**src/hdl/avcr_pkg.sv**
```systemverilog
// avcr_pkg: shared widths, beat types and register indexes for the
// averaged calibrated vector reading block
// no dependencies
`default_nettype none

package avcr_pkg;

    // group length and sample counter
    localparam int SAMPLES_PER_GROUP = 16;
    localparam int CNT_W             = 8;
    localparam logic [CNT_W-1:0] LAST_COUNT = CNT_W'(SAMPLES_PER_GROUP - 1);

    // datapath widths
    localparam int AXES    = 3;
    localparam int RAW_W   = 16;
    localparam int DIFF_W  = RAW_W + 1;
    localparam int SUM_W   = 25;
    localparam int COEF_W  = 21;
    localparam int PROD_W  = COEF_W + SUM_W;
    localparam int ACC_W   = PROD_W + 2;
    localparam int CAL_W   = 32;
    localparam int ROW_W   = AXES * COEF_W;
    localparam int OFFS_W  = AXES * RAW_W;
    localparam int SHIFT_W = 6;

    // configuration port
    localparam int CFG_IDX_W  = 3;
    localparam int CFG_DATA_W = ROW_W;

    typedef enum logic [CFG_IDX_W-1:0] {
        CFG_ROW_ZERO  = 3'd0,
        CFG_ROW_ONE   = 3'd1,
        CFG_ROW_TWO   = 3'd2,
        CFG_OFFSETS   = 3'd3,
        CFG_SHIFT     = 3'd4
    } t_cfg_idx;

    // register reset values: identity matrix, no offsets
    localparam logic [ROW_W-1:0]   ROW_ZERO_RST = ROW_W'(1);
    localparam logic [ROW_W-1:0]   ROW_ONE_RST  = ROW_W'(1) << COEF_W;
    localparam logic [ROW_W-1:0]   ROW_TWO_RST  = ROW_W'(1) << (2 * COEF_W);
    localparam logic [SHIFT_W-1:0] SHIFT_RST    = SHIFT_W'(4);

    // input and output beats
    typedef struct packed {
        logic signed [RAW_W-1:0] raw_x;
        logic signed [RAW_W-1:0] raw_y;
        logic signed [RAW_W-1:0] raw_z;
    } t_in_beat;

    typedef struct packed {
        logic signed [CAL_W-1:0] cal_x;
        logic signed [CAL_W-1:0] cal_y;
        logic signed [CAL_W-1:0] cal_z;
    } t_out_beat;

    // pipeline advance strobes from the top level to the row lanes
    typedef struct packed {
        logic adv_prod;
        logic adv_sum;
        logic adv_out;
    } t_pipe_ctl;

endpackage

`default_nettype wire

```
**src/hdl/avcr_lane.sv**
```systemverilog
// avcr_lane: one axis lane, offset subtract and group accumulation
// depends on avcr_pkg
`default_nettype none

module avcr_lane
    import avcr_pkg::*;
(
    input  wire                      i_clk,
    input  wire                      i_rst_n,
    input  wire                      i_accept,
    input  wire                      i_last,
    input  wire logic signed [RAW_W-1:0] i_raw,
    input  wire logic signed [RAW_W-1:0] i_offset,
    output logic signed [SUM_W-1:0]  o_total
);

    logic signed [SUM_W-1:0]  r_sum;
    logic signed [SUM_W-1:0]  r_total;
    logic signed [DIFF_W-1:0] w_diff;
    logic signed [SUM_W-1:0]  n_sum;

    // corrected sample added into the running sum
    always_comb begin
        w_diff = DIFF_W'(i_raw) - DIFF_W'(i_offset);
        n_sum  = r_sum + SUM_W'(w_diff);
    end

    // running sum clears after the last sample of a group
    always_ff @(posedge i_clk) begin
        if (!i_rst_n) begin
            r_sum <= '0;
        end else if (i_accept) begin
            r_sum <= i_last ? '0 : n_sum;
        end
    end

    // group total held for the matrix stage
    always_ff @(posedge i_clk) begin
        if (i_accept && i_last) begin
            r_total <= n_sum;
        end
    end

    assign o_total = r_total;

endmodule

`default_nettype wire

```
**config.mk**
```make
export PLATFORM = sky130hd
export DESIGN_NAME = avcr_lane
export DESIGN_NICKNAME = d
export VERILOG_FILES = /design/src/hdl/avcr_pkg.sv /design/src/hdl/avcr_lane.sv
export SDC_FILE = /design/constraint.sdc
export NUM_CORES = 1
export LEC_CHECK = 0
export ABC_AREA = 1
export ABC_CLOCK_PERIOD_IN_PS = 3400
export BUFFER_PORTS_ARGS = -buffer_cell sky130_fd_sc_hd__buf_2
export CORE_MARGIN = 2
export CORE_UTILIZATION = 55
export DETAILED_ROUTE_END_ITERATION = 12
export PLACE_DENSITY = 0.86
export SKIP_CTS_REPAIR_TIMING = 1
export SLEW_MARGIN = 5
export SYNTH_ARGS = -nofsm -noshare
export SYNTH_HDL_FRONTEND = slang
export SYNTH_SLANG_ARGS = --single-unit
```
**constraint.sdc**
```tcl
create_clock -name i_clk -period 3.4 [get_ports i_clk]
set_input_delay 0.17 -clock i_clk [delete_from_list [all_inputs] [get_ports i_clk]]
set_output_delay 0.17 -clock i_clk [all_outputs]
set_load 0.03 [all_outputs]
```
==> results.py <==
metrics = {
    "cells_and_area": {
        "antenna_cells": 0,
        "layout.nets": 772,
        "synthToLayoutAreaGrowth_pct": 11.4,
        "layout-drive-gt1-share": 0.146,
        "stdcell_count": 789,
    },
    "timing": {
        "hold_viol_final": 0,
        "setup_tns_ps": 0,
        "max_freq_ghz": 0.381,
        "worst_pin_slew_ps": 1130,
        "post-route-min-period_ps": 2620,
        "slew_headroom": 0.248,
        "rsz0062_at_grt": "false",
        "setup_violations": 0,
        "period_share": 0.771,
        "drv_slew": 0,
        "finClkSkew_ps": 15.3,
    },
    "die": {
        "core-area_um2": 7690,
        "placementRows": 32,
        "die-area_um2": 8610,
        "ios": 61,
        "initial_core_util": 0.564,
        "fp.dieH_um": 92.8,
        "die_width_um": 92.8,
    },
    "route": {
        "drc_errors": 0,
        "wl_per_cell_um": 12.1,
        "viasPerCell": 4.75,
        "ant_nets": 0,
        "routed_wl_mm": 9.58,
        "first_iter_violations": 172,
        "first_pass_iters": 4,
        "num_vias": 3747,
    },
    "synth": {
        "ys_seq_area_frac": 0.289,
        "syn_area_um2": 4340,
        "synth_fp_nets": 710,
        "synth_common_cells": "nand2_1 (197), inv_1 (170), a21oi_1 (38)",
        "synthTopCellsByArea": "edfxtp_1 (17%), nand2_1 (17%), inv_1 (15%)",
        "synth_cell_type_count": 27,
        "syn_avg_cell_area_um2": 6.95,
        "yosys_warnings": 0,
        "yosysMostFrequentCell": "nand2_1",
        "syn_inst": 624,
        "ys_seq_elements": 50,
        "yosysTopAreaCell": "edfxtp_1",
        "synth_top_area_frac": 0.173,
        "synth_enable_flop_cells": 25,
        "synth_flop_cell": "edfxtp_1",
        "async_reset_ff_frac": 0,
    },
    "clocking": {
        "cts_tree": "yes",
        "clk_pin_slew_ps": 100,
        "clk_path_buf_depth": 2,
        "cts.sinks": 50,
        "clock_latency_ps": 320,
        "h-tree-depth": 2,
        "cts-root-buf": "clkbuf_8",
        "cts_buffers": 5,
    },
    "run_status": {
        "outcome": "finished clean",
    },
    "run": {
        "max_cap_violations": 0,
    },
    "pwr": {
        "vdd_drop_max_uv": 252,
        "power.leakage_nw": 2.63,
        "p_per_area_nw_per_um2": 520,
    },
    "placement": {
        "hpwl_mm": 7.62,
        "gp_congestion": 0.982,
        "portBuffers": 60,
        "dp_cells": 781,
    },
    "worst_setup_path": {
        "cpPeakStageDelay_ps": 410,
        "arrival_ps": 2850,
        "crit_type": "flip-flop to flip-flop",
        "reg2reg_setup_slack_ps": 780,
        "worstPathCellList": "inv_1 -> ha_1 -> inv_1 -> ha_1 -> inv_1 -> fa_1 -> inv_1 -> nand3_1 -> nand2_2 -> nand2_1 -> nand2_2 -> nand2_1 -> nand2_1 -> xor2_1 -> nand2_1 -> a21oi_1",
        "critical_path.max_fanout": 4,
        "cpMaxStageDelayCell": "fa_1",
        "critPathBufInv": 4,
        "start_kind": "flip-flop",
        "cp_top_family": "adder cells",
        "worstPathRequired_ps": 3630,
        "cp-end-kind": "flip-flop",
    },
    "min_path": {
        "hold_path_class": "input pin to flip-flop",
    },
    "grt": {
        "overflow": 0,
        "grt_pass1_vias": 3637,
        "antenna_found_initial": 0,
        "globalRouteTotalUtil": 0.232,
        "grt_max_degree": 27,
        "grt_first_pass_wirelength_mm": 16.0,
    },
}
cell usage in the layout, fill, tap and decap left out:
cell	n
clkinvlp_4	1
or2_1	1
nor4_1	1
a21oi_1	38
clkinv_1	4
ha_1	26
and2_1	10
dfxtp_1	25
inv_1	170
xor2_2	3
nand3b_1	2
a21oi_2	1
inv_2	2
xor2_1	10
fa_1	24
buf_2	60
clkinv_2	1
edfxtp_1	25
clkbuf_8	5
nand2_1	197
nor2_2	6
buf_4	1
nor2_4	2
xnor2_1	2
nand4_1	6
nor2_1	21
nand3_1	25
or2_2	1
nand2_2	16
and2_2	1
final timing paths:
kind	cells after the start	startpoint	end
max	16	r_sum[0]	r_sum[12]
min	2	i_raw[0]	o_total[0]
max reg2reg	16	r_sum[0]	r_sum[12]
min reg2reg	2	r_sum[9]	r_sum[9]
power by group:
part	internal, W	switching [W]	total, W
clock network	0.000141	0.000207	0.000348
logic	0.000461	0.000904	0.00136
registers	0.000772	0.0000299	0.000802
total	0.00137	0.00114	0.00251
kinds of logic (layout without fill, tap and decap cells):
| family | after synthesis | after routing | share of synthesized area |
|---|---|---|---|
| AOI/OAI and AO/OA | 39 | 39 | 0.0459 |
| adders and majority gates | 50 | 50 | 0.186 |
| DFF | 50 | 50 | 0.289 |
| xor gates and xnor gates | 15 | 15 | 0.0355 |
| and+or+nand+nor | 289 | 289 | 0.287 |
| buffers and inverters | 181 | 244 | 0.157 |
state kept, by name (all words and copies together), names as in the netlist:
register,cells
r_sum,25
o_total,25
layout make-up:
| type | count | area (um2) |
|---|---|---|
| clock buffer | 5 | 68.8 |
| tap | 102 | 128 |
| fill | 727 | 2860 |
| timing repair buffer | 61 | 308 |
| multi-input combinational | 393 | 2400 |
| clock inverter | 3 | 16.3 |
| inverter | 175 | 657 |
| sequential | 50 | 1250 |
through the flow:
step / total power [W] / area, um2 / hold WS, ps / utilization / setup slack (ps)
final: 0.00251 / 4830 / 183 / 0.629 / 779
after global placement: 0.00213 / 4750 / 452 / 0.618 / 675
after CTS: 0.00252 / 4830 / 180 / 0.629 / 804
after floorplan: 0.00185 / 4340 / 363 / - / 1010
after detailed placement: 0.00217 / 4750 / 457 / 0.618 / 610
after global routing: 0.00272 / 4830 / 194 / 0.629 / 599
layer usage:
| metal | vias up | GRT usage | part of all wire |
|---|---|---|---|
| met5 | - | 0 | 0 |
| met4 | 0 | 0.0674 | 0.016 |
| met2 | 74 | 0.411 | 0.49 |
| li1 | 1954 | - | - |
| met3 | 12 | 0.0293 | 0.037 |
| met1 | 1707 | 0.296 | 0.46 |
(Power assumes the default switching activity.)
