### src/hdl/avcr_pkg.sv
// avcr_pkg: shared widths, beat types and register indexes for the
// averaged calibrated vector reading block
// no dependencies
`default_nettype none

package avcr_pkg;

    // group length and sample counter
    localparam int SAMPLES_PER_GROUP = 16;
    localparam int CNT_W             = 8;
    localparam logic [CNT_W-1:0] LAST_COUNT = CNT_W'(SAMPLES_PER_GROUP - 1);

    // datapath widths
    localparam int AXES    = 3;
    localparam int RAW_W   = 16;
    localparam int DIFF_W  = RAW_W + 1;
    localparam int SUM_W   = 25;
    localparam int COEF_W  = 21;
    localparam int PROD_W  = COEF_W + SUM_W;
    localparam int ACC_W   = PROD_W + 2;
    localparam int CAL_W   = 32;
    localparam int ROW_W   = AXES * COEF_W;
    localparam int OFFS_W  = AXES * RAW_W;
    localparam int SHIFT_W = 6;

    // configuration port
    localparam int CFG_IDX_W  = 3;
    localparam int CFG_DATA_W = ROW_W;

    typedef enum logic [CFG_IDX_W-1:0] {
        CFG_ROW_ZERO  = 3'd0,
        CFG_ROW_ONE   = 3'd1,
        CFG_ROW_TWO   = 3'd2,
        CFG_OFFSETS   = 3'd3,
        CFG_SHIFT     = 3'd4
    } t_cfg_idx;

    // register reset values: identity matrix, no offsets
    localparam logic [ROW_W-1:0]   ROW_ZERO_RST = ROW_W'(1);
    localparam logic [ROW_W-1:0]   ROW_ONE_RST  = ROW_W'(1) << COEF_W;
    localparam logic [ROW_W-1:0]   ROW_TWO_RST  = ROW_W'(1) << (2 * COEF_W);
    localparam logic [SHIFT_W-1:0] SHIFT_RST    = SHIFT_W'(4);

    // input and output beats
    typedef struct packed {
        logic signed [RAW_W-1:0] raw_x;
        logic signed [RAW_W-1:0] raw_y;
        logic signed [RAW_W-1:0] raw_z;
    } t_in_beat;

    typedef struct packed {
        logic signed [CAL_W-1:0] cal_x;
        logic signed [CAL_W-1:0] cal_y;
        logic signed [CAL_W-1:0] cal_z;
    } t_out_beat;

    // pipeline advance strobes from the top level to the row lanes
    typedef struct packed {
        logic adv_prod;
        logic adv_sum;
        logic adv_out;
    } t_pipe_ctl;

endpackage

`default_nettype wire

### src/hdl/avcr_row.sv
// avcr_row: one matrix row, three products, row sum, shift and saturate
// depends on avcr_pkg
`default_nettype none

module avcr_row
    import avcr_pkg::*;
(
    input  wire                      i_clk,
    input  wire t_pipe_ctl           i_ctl,
    input  wire logic [ROW_W-1:0]    i_row,
    input  wire logic [SHIFT_W-1:0]  i_shift,
    input  wire logic signed [SUM_W-1:0] i_total [AXES],
    output logic signed [CAL_W-1:0]  o_cal
);

    logic signed [COEF_W-1:0] w_coef [AXES];
    logic signed [PROD_W-1:0] w_prod [AXES];
    logic signed [PROD_W-1:0] r_prod [AXES];
    logic signed [ACC_W-1:0]  w_acc;
    logic signed [ACC_W-1:0]  r_acc;
    logic signed [ACC_W-1:0]  w_shifted;
    logic signed [CAL_W-1:0]  n_cal;
    logic signed [CAL_W-1:0]  r_cal;

    // coefficient times group total, one multiplier per column
    always_comb begin
        for (int c = 0; c < AXES; c++) begin
            w_coef[c] = $signed(i_row[COEF_W*c +: COEF_W]);
            w_prod[c] = w_coef[c] * i_total[c];
        end
    end

    always_ff @(posedge i_clk) begin
        if (i_ctl.adv_prod) begin
            for (int c = 0; c < AXES; c++) begin
                r_prod[c] <= w_prod[c];
            end
        end
    end

    // row sum
    always_comb begin
        w_acc = ACC_W'(r_prod[0]) + ACC_W'(r_prod[1]) + ACC_W'(r_prod[2]);
    end

    always_ff @(posedge i_clk) begin
        if (i_ctl.adv_sum) begin
            r_acc <= w_acc;
        end
    end

    // arithmetic shift, then clamp to 32 bits
    always_comb begin
        w_shifted = r_acc >>> i_shift;
        if (&w_shifted[ACC_W-1:CAL_W-1] || ~|w_shifted[ACC_W-1:CAL_W-1]) begin
            n_cal = w_shifted[CAL_W-1:0];
        end else if (w_shifted[ACC_W-1]) begin
            n_cal = {1'b1, {(CAL_W-1){1'b0}}};
        end else begin
            n_cal = {1'b0, {(CAL_W-1){1'b1}}};
        end
    end

    always_ff @(posedge i_clk) begin
        if (i_ctl.adv_out) begin
            r_cal <= n_cal;
        end
    end

    assign o_cal = r_cal;

endmodule

`default_nettype wire
### config.mk
export PLATFORM = sky130hd
export DESIGN_NAME = avcr_row
export DESIGN_NICKNAME = d
export VERILOG_FILES = /design/src/hdl/avcr_pkg.sv /design/src/hdl/avcr_row.sv
export SDC_FILE = /design/constraint.sdc
export NUM_CORES = 2
export LEC_CHECK = 0
export BUFFER_PORTS_ARGS = -buffer_cell sky130_fd_sc_hd__buf_2
export CORE_UTILIZATION = 43
export CTS_CLUSTER_SIZE = 28
export DETAILED_ROUTE_END_ITERATION = 7
export GPL_TIMING_DRIVEN = 0
export PLACE_DENSITY = 0.6
export SYNTH_ARGS = -nofsm -noshare
export SYNTH_HDL_FRONTEND = slang
export SYNTH_SLANG_ARGS = --single-unit
### constraint.sdc
create_clock -name i_clk -period 7.7 [get_ports i_clk]
set_input_delay 0 -clock i_clk [delete_from_list [all_inputs] [get_ports i_clk]]
set_output_delay 0 -clock i_clk [all_outputs]
set_load 0.01 [all_outputs]
==> impl_metrics.py <==
metrics = {
    "setup_path": {
        "r2r_end": "r_acc[47]",
        "cp.arrival_ps": 7780,
        "cp-start-kind": "input pin",
        "reg2reg_from": "r_prod[0][47]",
        "worstSetupStartpoint": "i_row[2]",
        "path_class": "in -> reg",
        "crit_end": "r_prod[0][45]",
        "ff2ff_path_depth": 13,
        "endpoint_kind": "flip-flop",
        "crit_required_ps": 7990,
        "crit_fanout": 10,
        "regToRegSetupSlack_ps": 2810,
    },
    "placement": {
        "dp_hpwl_um": 176500,
        "port_buffers": 162,
        "gp_congestion": 0.9793,
    },
    "detailed_routing": {
        "ant_nets": 0,
        "drt-pass1-iter-count": 5,
        "viasPerCell": 5.196,
        "dr_total_vias": 51430,
        "drc": 0,
        "wl_per_cell_um": 20.56,
        "wirelength_um": 203500,
        "first_iter_violations": 3706,
    },
    "cts": {
        "cts.sinks": 218,
        "clock_path_buffers": 3,
        "clock_latency_ps": 540,
        "h-tree-depth": 1,
        "path_clk_slew_ps": 60,
        "cts_buffers": 23,
        "cts-root-buf": "clkbuf_16",
        "cts_tree": "done",
    },
    "global_routing": {
        "grt_pass1_wl_um": 319100,
        "antenna_found_initial": 17,
        "grt-ovfl-total": 0,
        "grt.total_usage": 0.2554,
        "grt_pass1_vias": 54360,
        "grt_max_degree": 105,
    },
    "cells_and_area": {
        "layout.nets": 9907,
        "drive_above_1_share": 0.04585,
        "fin_util": 0.4627,
        "area.growth.synth_to_final_pct": 6.398,
    },
    "yosys": {
        "synthTopCellsByArea": "fa_1 (47%), inv_1 (10%), edfxtp_1 (9.3%)",
        "synth_flop_cell": "edfxtp_1",
        "synth_cell_types": 78,
        "async_reset_ff_frac": 0,
        "netlist_instances": 7510,
        "synth_fp_nets": 9713,
        "synth_edf_count": 218,
        "synth_seq_area_share": 0.09333,
        "synth.ff_latch_count": 218,
        "synthTopCellsByCount": "inv_1 (1879), fa_1 (1652), nand2_1 (1052)",
        "yosys.cell_count.top_type": "inv_1",
        "avgSynthCellArea_sq_um": 9.340,
        "synth.top_cell.area_share": 0.4715,
        "yosysTopAreaCell": "fa_1",
        "synth.cell_area_sq_um": 70140,
        "synth_warnings": 0,
    },
    "die": {
        "die_y_um": 405.9,
        "start_util": 0.4348,
        "ios": 180,
        "die_area_sq_um": 164700,
        "die_w_um": 405.9,
        "core_sq_um": 161300,
        "num_rows": 147,
    },
    "sta": {
        "rsz0062_at_grt": "yes",
        "relSlewSlack": 0.2832,
        "fin_skew_ps": 19.34,
        "fin_setup_tns_ps": 0,
        "worstMarginPinSlew_ps": 1061,
        "fmax_ghz": 0.1336,
        "slew_viol_final": 0,
        "setup-violations-final": 0,
        "post-route-period-util": 0.9721,
        "final.min_clock_period_ps": 7485,
        "final_hold_viol_count": 0,
    },
    "min_path": {
        "min_path_type": "in -> reg",
        "hold_start": "i_row[0]",
    },
    "flow_run": {
        "cap_viol_max_count": 0,
    },
    "outcome": {
        "status": "complete, no violations",
    },
}
## flip-flops by register name (all words and copies together) (netlist names)
register and count:
o_cal 32, r_acc 48, r_prod 138
## how the worst min path moves through the flow
stage,endpoint,depth (start not counted)
after floorplan,o_cal[0],0
after global placement,o_cal[10],1
after detailed placement,o_cal[5],1
after CTS,r_prod[0][0],2
after global routing,r_prod[0][0],2
final,r_prod[0][0],2
## placed cells by master, fill, tap and decap left out, types with 25 or more instances in the layout
master    netlist  final
a21oi_1       174    173
nor2_1        166    166
a31oi_1        29     28
xor2_1         48     48
fa_1         1652   1650
clkbuf_1      325    289
ha_1          403    403
buf_2           8    170
nor2b_1        30     30
a21o_1         80     80
edfxtp_1      218    218
mux4_2         30     30
clkbuf_2        0     38
nand3_1        41     41
nand2_1      1052   1052
nor3_1         37     37
nand2b_1       54     54
a211oi_1       26     25
inv_1        1879   1877
xnor2_1       128    128
and2_1        646    646
o21ai_0       129    126
mux2i_1        44     44
## critical path, cell delays in order
cell      delay [ps]
buf_2            250
clkbuf_1         500
nand2_1          130
fa_1             520
inv_1             40
ha_1             280
inv_1             70
fa_1             540
inv_1             60
fa_1             500
fa_1             520
fa_1             490
inv_1             50
fa_1             520
inv_1             50
ha_1             390
a21oi_1          290
nand3_1          130
nor3b_1          400
nor3_1           200
o21ai_1          330
a31oi_2          270
a311o_1          500
or4_1            420
nand4_1          300
## kinds of logic (layout without fill, tap and decap cells)
group,Yosys count,after routing,share of synthesized area
compound gates,611,611,0.05605
xor+xnor,176,176,0.02198
fa+ha+maj,2055,2055,0.5434
buf+inv,2240,2450,0.1211
flops,218,218,0.09333
mux,90,90,0.01912
other cells,0,19,0
simple gates,2120,2120,0.1450
## routing by layer
metal / up-vias / global-route usage / routed length, um
li1: 22670 / - / -
met2: 1873 / 0.4144 / 95280
met1: 26570 / 0.3580 / 87140
met5: - / 0 / 12
met4: 2 / 0.07196 / 6577
met3: 320 / 0.03442 / 14490
## final cells by class
class	count	area [sq um]
Inverter	1881	7068
Buffer	356	1474
Tap cell	2160	2703
Timing Repair Buffer	172	917.1
Antenna cell	19	47.55
Clock buffer	28	594.3
Fill cell	15650	86670
Clock inverter	13	142.6
Sequential cell	218	6546
Multi-Input combinational cell	5052	55140
## through the flow
step                      cells  area [sq um]  worst slack [ps]  hold slack [ps]
after floorplan            7510         70140             919.9            112.5
final                      9899         74630             214.5            38.37
after detailed placement   9833         73690            -969.2            413.4
after global placement     9832         73660             -1305            409.9
after global routing       9889         74610            -82.94            24.21
after CTS                  9876         74470             12.17            5.840
## repair_timing
| action | CTS | global route |
|---|---|---|
| cloned | 0 | 0 |
| hold buffers | 2 | 0 |
| pin swaps | 0 | 2 |
| setup endpoints to repair | 6 | 27 |
| resized for setup | 15 | 69 |
| hold endpoints to repair | 35 | 0 |
| buffers inserted | 0 | 7 |
Power is not shown: default switching activity piles up to over one toggle a cycle in this logic, so the estimate is an artifact.
